--- src/rtl/pbp_pkg.sv ---
// Shared types and constants for the pivot bucket partitioner.
`default_nettype none
package pbp_pkg;

  localparam int unsigned MaxBuckets = 16;
  localparam int unsigned NumSplit   = MaxBuckets - 1;
  localparam int unsigned BucketW    = $clog2(MaxBuckets);
  localparam int unsigned CountW     = 32;
  localparam int unsigned KeyW       = 64;
  localparam int unsigned BlockW     = 17;
  localparam int unsigned NbW        = 5;
  localparam int unsigned AddrW      = 4;

  typedef enum logic [1:0] {
    CmdLoad   = 2'd0,
    CmdPart   = 2'd1,
    CmdFinish = 2'd2,
    CmdNone   = 2'd3
  } cmd_e;

  typedef enum logic [1:0] {
    RegNumBuckets  = 2'd0,
    RegWindowWords = 2'd1,
    RegBlockWords  = 2'd2,
    RegNone        = 2'd3
  } reg_e;

  typedef struct packed {
    logic load;
    logic occ;
    logic tail;
  } cell_ctrl_t;

endpackage
`default_nettype wire

--- src/rtl/pbp_cell.sv ---
// One splitter cell: holds a sorted splitter, compares it to the key, shifts on insert.
`default_nettype none
module pbp_cell import pbp_pkg::*; (
  input  wire logic            clk_i,
  input  wire cell_ctrl_t      ctrl_i,
  input  wire logic [KeyW-1:0] key_i,
  input  wire logic            prev_gt_i,
  input  wire logic [KeyW-1:0] prev_val_i,
  output logic                 gt_o,
  output logic [KeyW-1:0]      val_o
);

  logic [KeyW-1:0] split_q, split_d;

  assign gt_o  = ctrl_i.occ && (split_q > key_i);
  assign val_o = split_q;

  always_comb begin
    split_d = split_q;
    if (ctrl_i.load) begin
      if (prev_gt_i) begin
        split_d = prev_val_i;
      end else if (gt_o || ctrl_i.tail) begin
        split_d = key_i;
      end
    end
  end

  always_ff @(posedge clk_i) begin
    split_q <= split_d;
  end

endmodule
`default_nettype wire

--- src/rtl/pbp_divider.sv ---
// Radix-2 restoring divider giving the ceiling of count over block size.
`default_nettype none
module pbp_divider import pbp_pkg::*; (
  input  wire logic              clk_i,
  input  wire logic              rst_ni,
  input  wire logic              start_i,
  input  wire logic [CountW-1:0] dividend_i,
  input  wire logic [BlockW-1:0] divisor_i,
  output logic                   done_o,
  output logic [CountW-1:0]      ceil_o
);

  localparam int unsigned StepW = $clog2(CountW + 1);

  logic [StepW-1:0]  step_q, step_d;
  logic              done_q, done_d;
  logic [BlockW:0]   rem_q, rem_d;
  logic [CountW-1:0] quo_q, quo_d;
  logic [BlockW-1:0] div_q, div_d;
  logic [BlockW:0]   trial;

  always_comb begin
    step_d = step_q;
    done_d = 1'b0;
    rem_d  = rem_q;
    quo_d  = quo_q;
    div_d  = div_q;
    trial  = {rem_q[BlockW-1:0], quo_q[CountW-1]};
    if (start_i) begin
      step_d = StepW'(CountW);
      rem_d  = '0;
      quo_d  = dividend_i;
      div_d  = (divisor_i == '0) ? BlockW'(1) : divisor_i;
    end else if (step_q != '0) begin
      step_d = step_q - StepW'(1);
      done_d = (step_q == StepW'(1));
      if (trial >= {1'b0, div_q}) begin
        rem_d = trial - {1'b0, div_q};
        quo_d = {quo_q[CountW-2:0], 1'b1};
      end else begin
        rem_d = trial;
        quo_d = {quo_q[CountW-2:0], 1'b0};
      end
    end
  end

  always_ff @(posedge clk_i or negedge rst_ni) begin
    if (!rst_ni) begin
      step_q <= '0;
      done_q <= 1'b0;
    end else begin
      step_q <= step_d;
      done_q <= done_d;
    end
  end

  always_ff @(posedge clk_i) begin
    rem_q <= rem_d;
    quo_q <= quo_d;
    div_q <= div_d;
  end

  assign done_o = done_q;
  assign ceil_o = quo_q + CountW'(rem_q != '0);

endmodule
`default_nettype wire

--- src/rtl/pivot_bucket_partitioner.sv ---
// Top level of the pivot bucket partitioner: splitter cell chain, fill counters, control.
// Usage:
//   Input channel (command_i, value_i, valid_i/stall_o): a request is taken when
//   valid_i is high and stall_o is low. Load requests insert a splitter into the
//   cell chain in the accepting cycle while it has room and give no result.
//   Partition requests put the routed word record in the output register after
//   StHit and StRoute once the slot is free; a following flush comes from the
//   32-step block-count divider. Finish requests step over empty buckets one a
//   cycle and flush each non-empty one. Only one request is worked on at a time;
//   stall_o is high until its last record is in the output register.
//   Output channel (kind_o .. last_o, valid_o/stall_i): one output register;
//   while stall_i is high the record holds and the block waits for the slot.
//   last_o marks the final record of a request.
//   Configuration: APB-style write port, registers at byte 0, 4, 8; pready is
//   always high. Write only while the block is idle.
//   Reset: splitter count and all fills clear, registers take 4, 65536, 512.
`default_nettype none
module pivot_bucket_partitioner import pbp_pkg::*; (
  input  wire logic              clk_i,
  input  wire logic              rst_ni,
  input  wire logic              psel,
  input  wire logic              penable,
  input  wire logic              pwrite,
  input  wire logic [AddrW-1:0]  paddr,
  input  wire logic [31:0]       pwdata,
  output logic [31:0]            prdata,
  output logic                   pready,
  input  wire logic              valid_i,
  output logic                   stall_o,
  input  wire logic [1:0]        command_i,
  input  wire logic [KeyW-1:0]   value_i,
  output logic                   valid_o,
  input  wire logic              stall_i,
  output logic                   kind_o,
  output logic [BucketW-1:0]     bucket_o,
  output logic [KeyW-1:0]        word_out_o,
  output logic [CountW-1:0]      flush_count_o,
  output logic [CountW-1:0]      flush_blocks_o,
  output logic                   last_o
);

  typedef enum logic [2:0] {
    StIdle, StHit, StRoute, StDiv, StEmit, StScan
  } state_e;

  localparam logic [CountW-1:0] CountMax = '1;

  state_e            state_q;
  logic [NbW-1:0]    nb_q;
  logic [31:0]       win_q;
  logic [BlockW-1:0] blk_q;
  logic [BucketW-1:0] cnt_q;
  logic [CountW-1:0] fill_q [MaxBuckets];
  logic [KeyW-1:0]   v_q;
  logic [BucketW-1:0] bkt_q;
  logic              scan_q;
  logic              flast_q;
  logic [CountW-1:0] fcnt_q;
  logic              out_v_q;
  logic              kind_q;
  logic [BucketW-1:0] obkt_q;
  logic [KeyW-1:0]   word_q;
  logic [CountW-1:0] ocnt_q;
  logic [CountW-1:0] oblk_q;
  logic              olast_q;

  logic [BucketW-1:0] nb_m1, active, hit_id;
  logic              hit_found;
  logic              wr_en;
  logic [1:0]        wr_idx;
  logic              accept, slot_free, do_load, out_load;
  logic [KeyW-1:0]   key;
  logic [NumSplit-1:0] gt;
  logic [KeyW-1:0]   val [NumSplit];
  logic [CountW-1:0] fill_cur, fill_new, win_eff;
  logic              need_flush;
  logic [MaxBuckets-1:0] nz, above;
  logic              div_start, div_done;
  logic [CountW-1:0] div_ceil;

  assign pready  = 1'b1;
  assign wr_en   = psel && penable && pwrite;
  assign wr_idx  = paddr[3:2];

  always_comb begin
    unique case (reg_e'(paddr[3:2]))
      RegNumBuckets:  prdata = 32'(nb_q);
      RegWindowWords: prdata = win_q;
      RegBlockWords:  prdata = 32'(blk_q);
      default:        prdata = '0;
    endcase
  end

  always_comb begin
    if (nb_q < NbW'(2)) begin
      nb_m1 = BucketW'(1);
    end else if (nb_q > NbW'(MaxBuckets)) begin
      nb_m1 = BucketW'(MaxBuckets - 1);
    end else begin
      nb_m1 = BucketW'(nb_q - NbW'(1));
    end
  end
  assign active = (cnt_q < nb_m1) ? cnt_q : nb_m1;

  assign stall_o   = (state_q != StIdle);
  assign accept    = valid_i && !stall_o;
  assign slot_free = !out_v_q || !stall_i;
  assign out_load  = slot_free && ((state_q == StRoute) || (state_q == StEmit));
  assign do_load   = accept && (cmd_e'(command_i) == CmdLoad) && (cnt_q < nb_m1);
  assign key       = (state_q == StIdle) ? value_i : v_q;

  for (genvar i = 0; i < NumSplit; i++) begin : g_cell
    cell_ctrl_t ctrl;
    assign ctrl.load = do_load;
    assign ctrl.occ  = (BucketW'(i) < cnt_q);
    assign ctrl.tail = (BucketW'(i) == cnt_q);
    if (i == 0) begin : g_head
      pbp_cell u_cell (
        .clk_i, .ctrl_i(ctrl), .key_i(key), .prev_gt_i(1'b0),
        .prev_val_i(key), .gt_o(gt[i]), .val_o(val[i])
      );
    end else begin : g_body
      pbp_cell u_cell (
        .clk_i, .ctrl_i(ctrl), .key_i(key), .prev_gt_i(gt[i-1]),
        .prev_val_i(val[i-1]), .gt_o(gt[i]), .val_o(val[i])
      );
    end
  end

  always_comb begin
    hit_found = 1'b0;
    hit_id    = nb_m1;
    for (int p = NumSplit - 1; p >= 0; p--) begin
      if (gt[p] && (BucketW'(p) < active)) begin
        hit_found = 1'b1;
        hit_id    = BucketW'(p);
      end
    end
  end

  for (genvar b = 0; b < MaxBuckets; b++) begin : g_nz
    assign nz[b]    = (fill_q[b] != '0);
    assign above[b] = nz[b] && (BucketW'(b) > bkt_q);
  end

  assign win_eff    = (win_q == '0) ? CountW'(1) : win_q;
  assign fill_cur   = fill_q[bkt_q];
  assign fill_new   = (fill_cur == CountMax) ? fill_cur : fill_cur + CountW'(1);
  assign need_flush = (fill_new >= win_eff) || (fill_new == CountMax);
  assign div_start  = ((state_q == StRoute) && slot_free && need_flush) ||
                      ((state_q == StScan) && nz[bkt_q]);

  pbp_divider u_div (
    .clk_i, .rst_ni, .start_i(div_start),
    .dividend_i((state_q == StRoute) ? fill_new : fill_cur),
    .divisor_i(blk_q), .done_o(div_done), .ceil_o(div_ceil)
  );

  always_ff @(posedge clk_i or negedge rst_ni) begin
    if (!rst_ni) begin
      state_q <= StIdle;
      nb_q    <= NbW'(4);
      win_q   <= 32'd65536;
      blk_q   <= BlockW'(512);
      cnt_q   <= '0;
      out_v_q <= 1'b0;
      for (int b = 0; b < MaxBuckets; b++) begin
        fill_q[b] <= '0;
      end
    end else begin
      if (wr_en) begin
        unique case (reg_e'(wr_idx))
          RegNumBuckets:  nb_q  <= pwdata[NbW-1:0];
          RegWindowWords: win_q <= pwdata;
          RegBlockWords:  blk_q <= pwdata[BlockW-1:0];
          default: ;
        endcase
      end
      if (out_load) begin
        out_v_q <= 1'b1;
      end else if (out_v_q && !stall_i) begin
        out_v_q <= 1'b0;
      end
      if (do_load) begin
        cnt_q <= cnt_q + BucketW'(1);
      end
      unique case (state_q)
        StIdle: begin
          if (accept) begin
            unique case (cmd_e'(command_i))
              CmdPart:   state_q <= StHit;
              CmdFinish: state_q <= StScan;
              default:   state_q <= StIdle;
            endcase
          end
        end
        StHit: begin
          state_q <= StRoute;
        end
        StRoute: begin
          if (slot_free) begin
            fill_q[bkt_q] <= need_flush ? '0 : fill_new;
            state_q <= need_flush ? StDiv : StIdle;
          end
        end
        StScan: begin
          if (nz[bkt_q]) begin
            fill_q[bkt_q] <= '0;
            state_q <= StDiv;
          end else if (bkt_q == BucketW'(MaxBuckets - 1)) begin
            state_q <= StIdle;
          end
        end
        StDiv: begin
          if (div_done) begin
            state_q <= StEmit;
          end
        end
        StEmit: begin
          if (slot_free) begin
            state_q <= (flast_q || !scan_q) ? StIdle : StScan;
          end
        end
        default: state_q <= StIdle;
      endcase
    end
  end

  always_ff @(posedge clk_i) begin
    unique case (state_q)
      StIdle: begin
        v_q    <= value_i;
        bkt_q  <= '0;
        scan_q <= (cmd_e'(command_i) == CmdFinish);
      end
      StHit: begin
        bkt_q <= hit_found ? hit_id : nb_m1;
      end
      StRoute: begin
        if (slot_free) begin
          kind_q  <= 1'b0;
          obkt_q  <= bkt_q;
          word_q  <= v_q;
          ocnt_q  <= '0;
          oblk_q  <= '0;
          olast_q <= !need_flush;
          fcnt_q  <= fill_new;
          flast_q <= 1'b1;
        end
      end
      StScan: begin
        if (nz[bkt_q]) begin
          fcnt_q  <= fill_cur;
          flast_q <= (above == '0);
        end else begin
          bkt_q <= bkt_q + BucketW'(1);
        end
      end
      StEmit: begin
        if (slot_free) begin
          kind_q  <= 1'b1;
          obkt_q  <= bkt_q;
          word_q  <= '0;
          ocnt_q  <= fcnt_q;
          oblk_q  <= div_ceil;
          olast_q <= flast_q;
          bkt_q   <= bkt_q + BucketW'(1);
        end
      end
      default: ;
    endcase
  end

  assign valid_o        = out_v_q;
  assign kind_o         = kind_q;
  assign bucket_o       = obkt_q;
  assign word_out_o     = word_q;
  assign flush_count_o  = ocnt_q;
  assign flush_blocks_o = oblk_q;
  assign last_o         = olast_q;

endmodule
`default_nettype wire
--- config.mk ---
export PLATFORM = sky130hd
export DESIGN_NAME = pivot_bucket_partitioner
export DESIGN_NICKNAME = d
export VERILOG_FILES = /design/src/rtl/pbp_pkg.sv /design/src/rtl/pbp_cell.sv /design/src/rtl/pbp_divider.sv /design/src/rtl/pivot_bucket_partitioner.sv
export SDC_FILE = /design/constraint.sdc
export NUM_CORES = 2
export LEC_CHECK = 0
export BUFFER_PORTS_ARGS = -buffer_cell sky130_fd_sc_hd__buf_2
export CORE_MARGIN = 2
export CORE_UTILIZATION = 50
export CTS_CLUSTER_SIZE = 20
export DETAILED_ROUTE_END_ITERATION = 16
export GPL_TIMING_DRIVEN = 0
export PLACE_DENSITY = 0.66
export SYNTH_ARGS = -nofsm -noshare
export SYNTH_HDL_FRONTEND = slang
export SYNTH_SLANG_ARGS = --single-unit
--- constraint.sdc ---
create_clock -name clk_i -period 9.72 [get_ports clk_i]
set_input_delay 1.944 -clock clk_i [delete_from_list [all_inputs] [get_ports clk_i]]
set_output_delay 1.944 -clock clk_i [all_outputs]
set_load 0.01 [all_outputs]
==> metrics.txt <==
compound-cell area share of the yosys netlist around 15%; asr flop ratio synth between 30% and 40%; Worst setup EP type register; crit path DAT 10.47 ns; area of the multi-input gates about 50000 um^2; TritonCTS clock tree built; Max Freq 0.104 GHz; Detailed Route WL ~400000 um; grt ovf 0; Worst-path clk slew 0.06 ns; hold-fix buffers at CTS 0; CP startpoint bkt_q[1]; mux cell area share after synthesis roughly 5.9%; GPL Wtd Cong approximately 1.0; Yosys warnings 0; largest family of logic cells by synthesized area compound AO/OA/AOI/OAI gates; Synth Area in Simple Gates 12.5%; pre-CTS WS -1.11 ns; sequential share of the synthesized area 50.1%; Req. time, crit path between 10 and 15 ns; cells on worst reg2reg path 26; Max VDD drop 0.000250 V; GRT Total Usage a little under two fifths; hold depth 2; startpoint types register; Hold Violations, Final 0; final period utilization 99.2%; Cell variety after synth 127; Detail Placement HPWL 315000 um; via count roughly 83000; Seq cells post-synth 1844; largest net degree at the start of global routing between 100 and 150; cts bufs inserted 208; 1st-iter DRT viols approximately 8000; worst hold path class register to register; adder-cell area share of the yosys netlist about an eighth; root buf cell clkbuf_16; worst r2r src bkt_q[1]; DRC violations left 0; vias per inst 6.40; failing checks max-capacitance violations, max-slew violations; H-tree Lvls 4; MaxCap Viol Count 1; ANT nets after route 0; final setup vio count 0; fraction of layout cells with a size suffix above 1 between 10% and 20%; Die W 458 um; worst slew pin tran roughly 1.6 ns; Rel. slew slack -7.63%; WL/cell 31.3 um; first-pass GRT wire length 574000 um; final hold slack a little under 0.5 ns; Slew Viols, Final 6; EDFF count, synth ~1200; CP max FO 10; I/O pin total about 280; Primary FF master, synth edfxtp_1; RSZ-0062 raised after global routing no; Final WS setup between 0.08 and 0.09 ns; cell count after synthesis 9500; CTS sink count roughly 1800; fin nets about 11000; Die Ht 458 um; initial core utilization 50.4%; vias in the first global route 82843; Mapped Area 103000 um^2; area occupied by registers 51600 um^2; Setup CP Type register to register; P_leak 47.8 nW; clk_lat worst skew 0.93 ns; clk buf depth 3; Post-Route Skew just under 0.05 ns; hold wc startpoint u_div.rem_q[12]; die area about 210000 um^2; IO Port Bufs 273; Final Critical Period 9.64 ns; initial antenna violation count 19; core footprint 205000 um^2; status complete, but fails checks; Rows 166; Area Overhead vs Synth 13.0%; xor and xnor area share after synthesis approximately 1.1%; TritonRoute pass-1 iters 6; Fill cells roughly 17000; pwr/cell area 340 nW/um^2; Synth Area per Inst 10.9 um^2; Synth Net Count 10609
-- repair_timing --
item                                    CTS  global route
buffers inserted                          0             0
pin swaps                                 0             2
hold endpoints to repair                  0             0
gates cloned                              0             2
gates resized for setup                  26            12
endpoints found under the setup margin  390           130
-- metal layers --
metal	GRT usage, %	vias up	share of wire, %
li1	-	36618	-
met2	64.2	3733	48
met3	6.01	1131	6.4
met5	0	-	0.0057
met4	28.8	4	9.1
met1	43.1	41291	36
-- power by group --
group | internal (W) | leakage (nW) | total [W] | switching [W]
registers | 0.0107 | 19.4 | 0.0117 | 0.000954
logic | 0.00636 | 24.9 | 0.0196 | 0.0133
clock network | 0.00486 | 3.50 | 0.00832 | 0.00347
-- critical path, stage by stage, from the launching register on --
cell and delay [ns]:
edfxtp_1 0.55, buf_4 0.29, buf_6 0.27, buf_6 0.29, buf_6 0.34, buf_6 0.33, buf_2 0.57, mux4_2 0.46
a22oi_1 0.57, nand2_1 0.48, nand4_2 0.30, nor2_1 0.16, nand3_4 0.22, a21o_1 0.57, inv_1 0.50, ha_1 0.42
a21o_1 0.16, a21o_1 0.18, a21oi_1 0.13, o21ai_0 0.09, a31o_2 0.27, a21oi_1 0.27, o31ai_2 0.23, a21oi_2 0.44
nand3_1 0.56, clkbuf_2 0.50, o21ai_0 0.29
-- per-stage QoR --
| stage | std cells | power (W) | setup TNS, ns | utilization, % | area (um^2) |
|---|---|---|---|---|---|
| final | 12925 | 0.0396 | 0 | 56.9 | 117000 |
| after floorplan | 9500 | 0.0229 | 0 | - | 103000 |
| after global routing | 12915 | 0.0415 | 0 | 56.9 | 117000 |
| after CTS | 12901 | 0.0391 | 0 | 56.8 | 116000 |
| after detailed placement | 12510 | 0.0308 | -210.44 | 53.3 | 109000 |
| after global placement | 12461 | 0.0302 | -7966.69 | 52.7 | 108000 |
-- area by class of cell --
| type | count | share of cell area [%] |
|---|---|---|
| Multi-Input combinational cell | 6894 | 41.7 |
| Buffer | 543 | 2.20 |
| Antenna cell | 16 | 0.0344 |
| Tap cell | 2688 | 2.89 |
| Clock buffer | 293 | 5.18 |
| Sequential cell | 1844 | 44.3 |
| Timing Repair Buffer | 329 | 2.03 |
| Clock inverter | 98 | 0.927 |
| Inverter | 220 | 0.712 |
-- sequential cells by signal, indices dropped and copies added (netlist names), 5 cells and up --
name and cells:
blk_q 17, fcnt_q 32, fill_q 512, flush_blocks_o 32
flush_count_o 32, g_cell.g_body.u_cell.val_o 896, g_cell.g_head.u_cell.val_o 64, nb_q 5
u_div.div_q 17, u_div.quo_q 32, u_div.rem_q 18, u_div.step_q 6
v_q 64, win_q 32, word_out_o 64
-- Yosys cell counts, types with 17 or more instances --
master    count  share of area [%]
a211oi_1     44               0.32
a21o_1      358                2.6
a21oi_1     957                4.6
a221oi_1     34               0.29
a22o_1       33               0.28
a22oi_1      28               0.20
a31oi_1      23               0.14
a32o_1       17               0.16
and2_1       60               0.36
and3_1       22               0.13
and4_1       24               0.20
buf_1        43               0.16
buf_2        51               0.25
buf_6        30               0.33
clkbuf_1    400                1.5
dfrtp_1     578                 14
dfxtp_1      82                1.6
edfxtp_1   1181                 34
ha_1        999                 12
inv_1       211               0.77
maj3_1       20               0.19
mux2_2      257                2.8
mux2i_1     112                1.1
mux4_2       85                1.9
nand2_1     888                3.2
nand2b_1     44               0.27
nand3_1     128               0.62
nand4_1     212                1.3
nor2_1      867                3.2
nor2b_1     130               0.79
nor3_1       84               0.41
nor4_1      182                1.1
o211ai_1     33               0.24
o21a_1       23               0.17
o21ai_0     472                2.3
o21ai_1     186               0.90
o31ai_1     156                1.1
or3_1        21               0.13
xnor2_1      84               0.71
xor2_1       43               0.36
-- placed cells by master (no fill, tap or decap), types with 85 or more instances in the layout --
| cell | Yosys | layout |
|---|---|---|
| inv_1 | 211 | 210 |
| a21o_1 | 358 | 357 |
| o21ai_0 | 472 | 470 |
| ha_1 | 999 | 999 |
| clkbuf_16 | 0 | 220 |
| edfxtp_1 | 1181 | 1181 |
| o31ai_1 | 156 | 155 |
| nand3_1 | 128 | 127 |
| nand2_1 | 888 | 888 |
| a21oi_1 | 957 | 950 |
| nor4_1 | 182 | 179 |
| nor2b_1 | 130 | 130 |
| nor2_1 | 867 | 863 |
| buf_2 | 51 | 324 |
| clkbuf_1 | 400 | 384 |
| nand4_1 | 212 | 212 |
| mux4_2 | 85 | 85 |
| mux2_2 | 257 | 257 |
| o21ai_1 | 186 | 188 |
| mux2i_1 | 112 | 111 |
| dfrtp_1 | 578 | 578 |
-- worst paths after layout --
check / end / slack (ns)
max: fill_q[317] / 0.08
min: u_div.rem_q[12] / 0.49
max reg2reg: fill_q[317] / 0.08
min reg2reg: u_div.rem_q[12] / 0.49
max in group asynchronous: fill_q[105] / 6.79
min in group asynchronous: win_q[27] / 1.03
-- cells by family (layout without fill, tap and decap cells) --
logic type | after synthesis | count (layout)
adder cells (fa/ha/maj) | 1020 | 1020
flip-flops | 1844 | 1844
other | 1 | 17
buffers and inverters | 764 | 1483
AND/OR/NAND/NOR | 2752 | 2754
AO/OA/AOI/OAI | 2523 | 2523
multiplexers | 465 | 465
XOR/XNOR | 131 | 131
(Power assumes the default switching activity.)
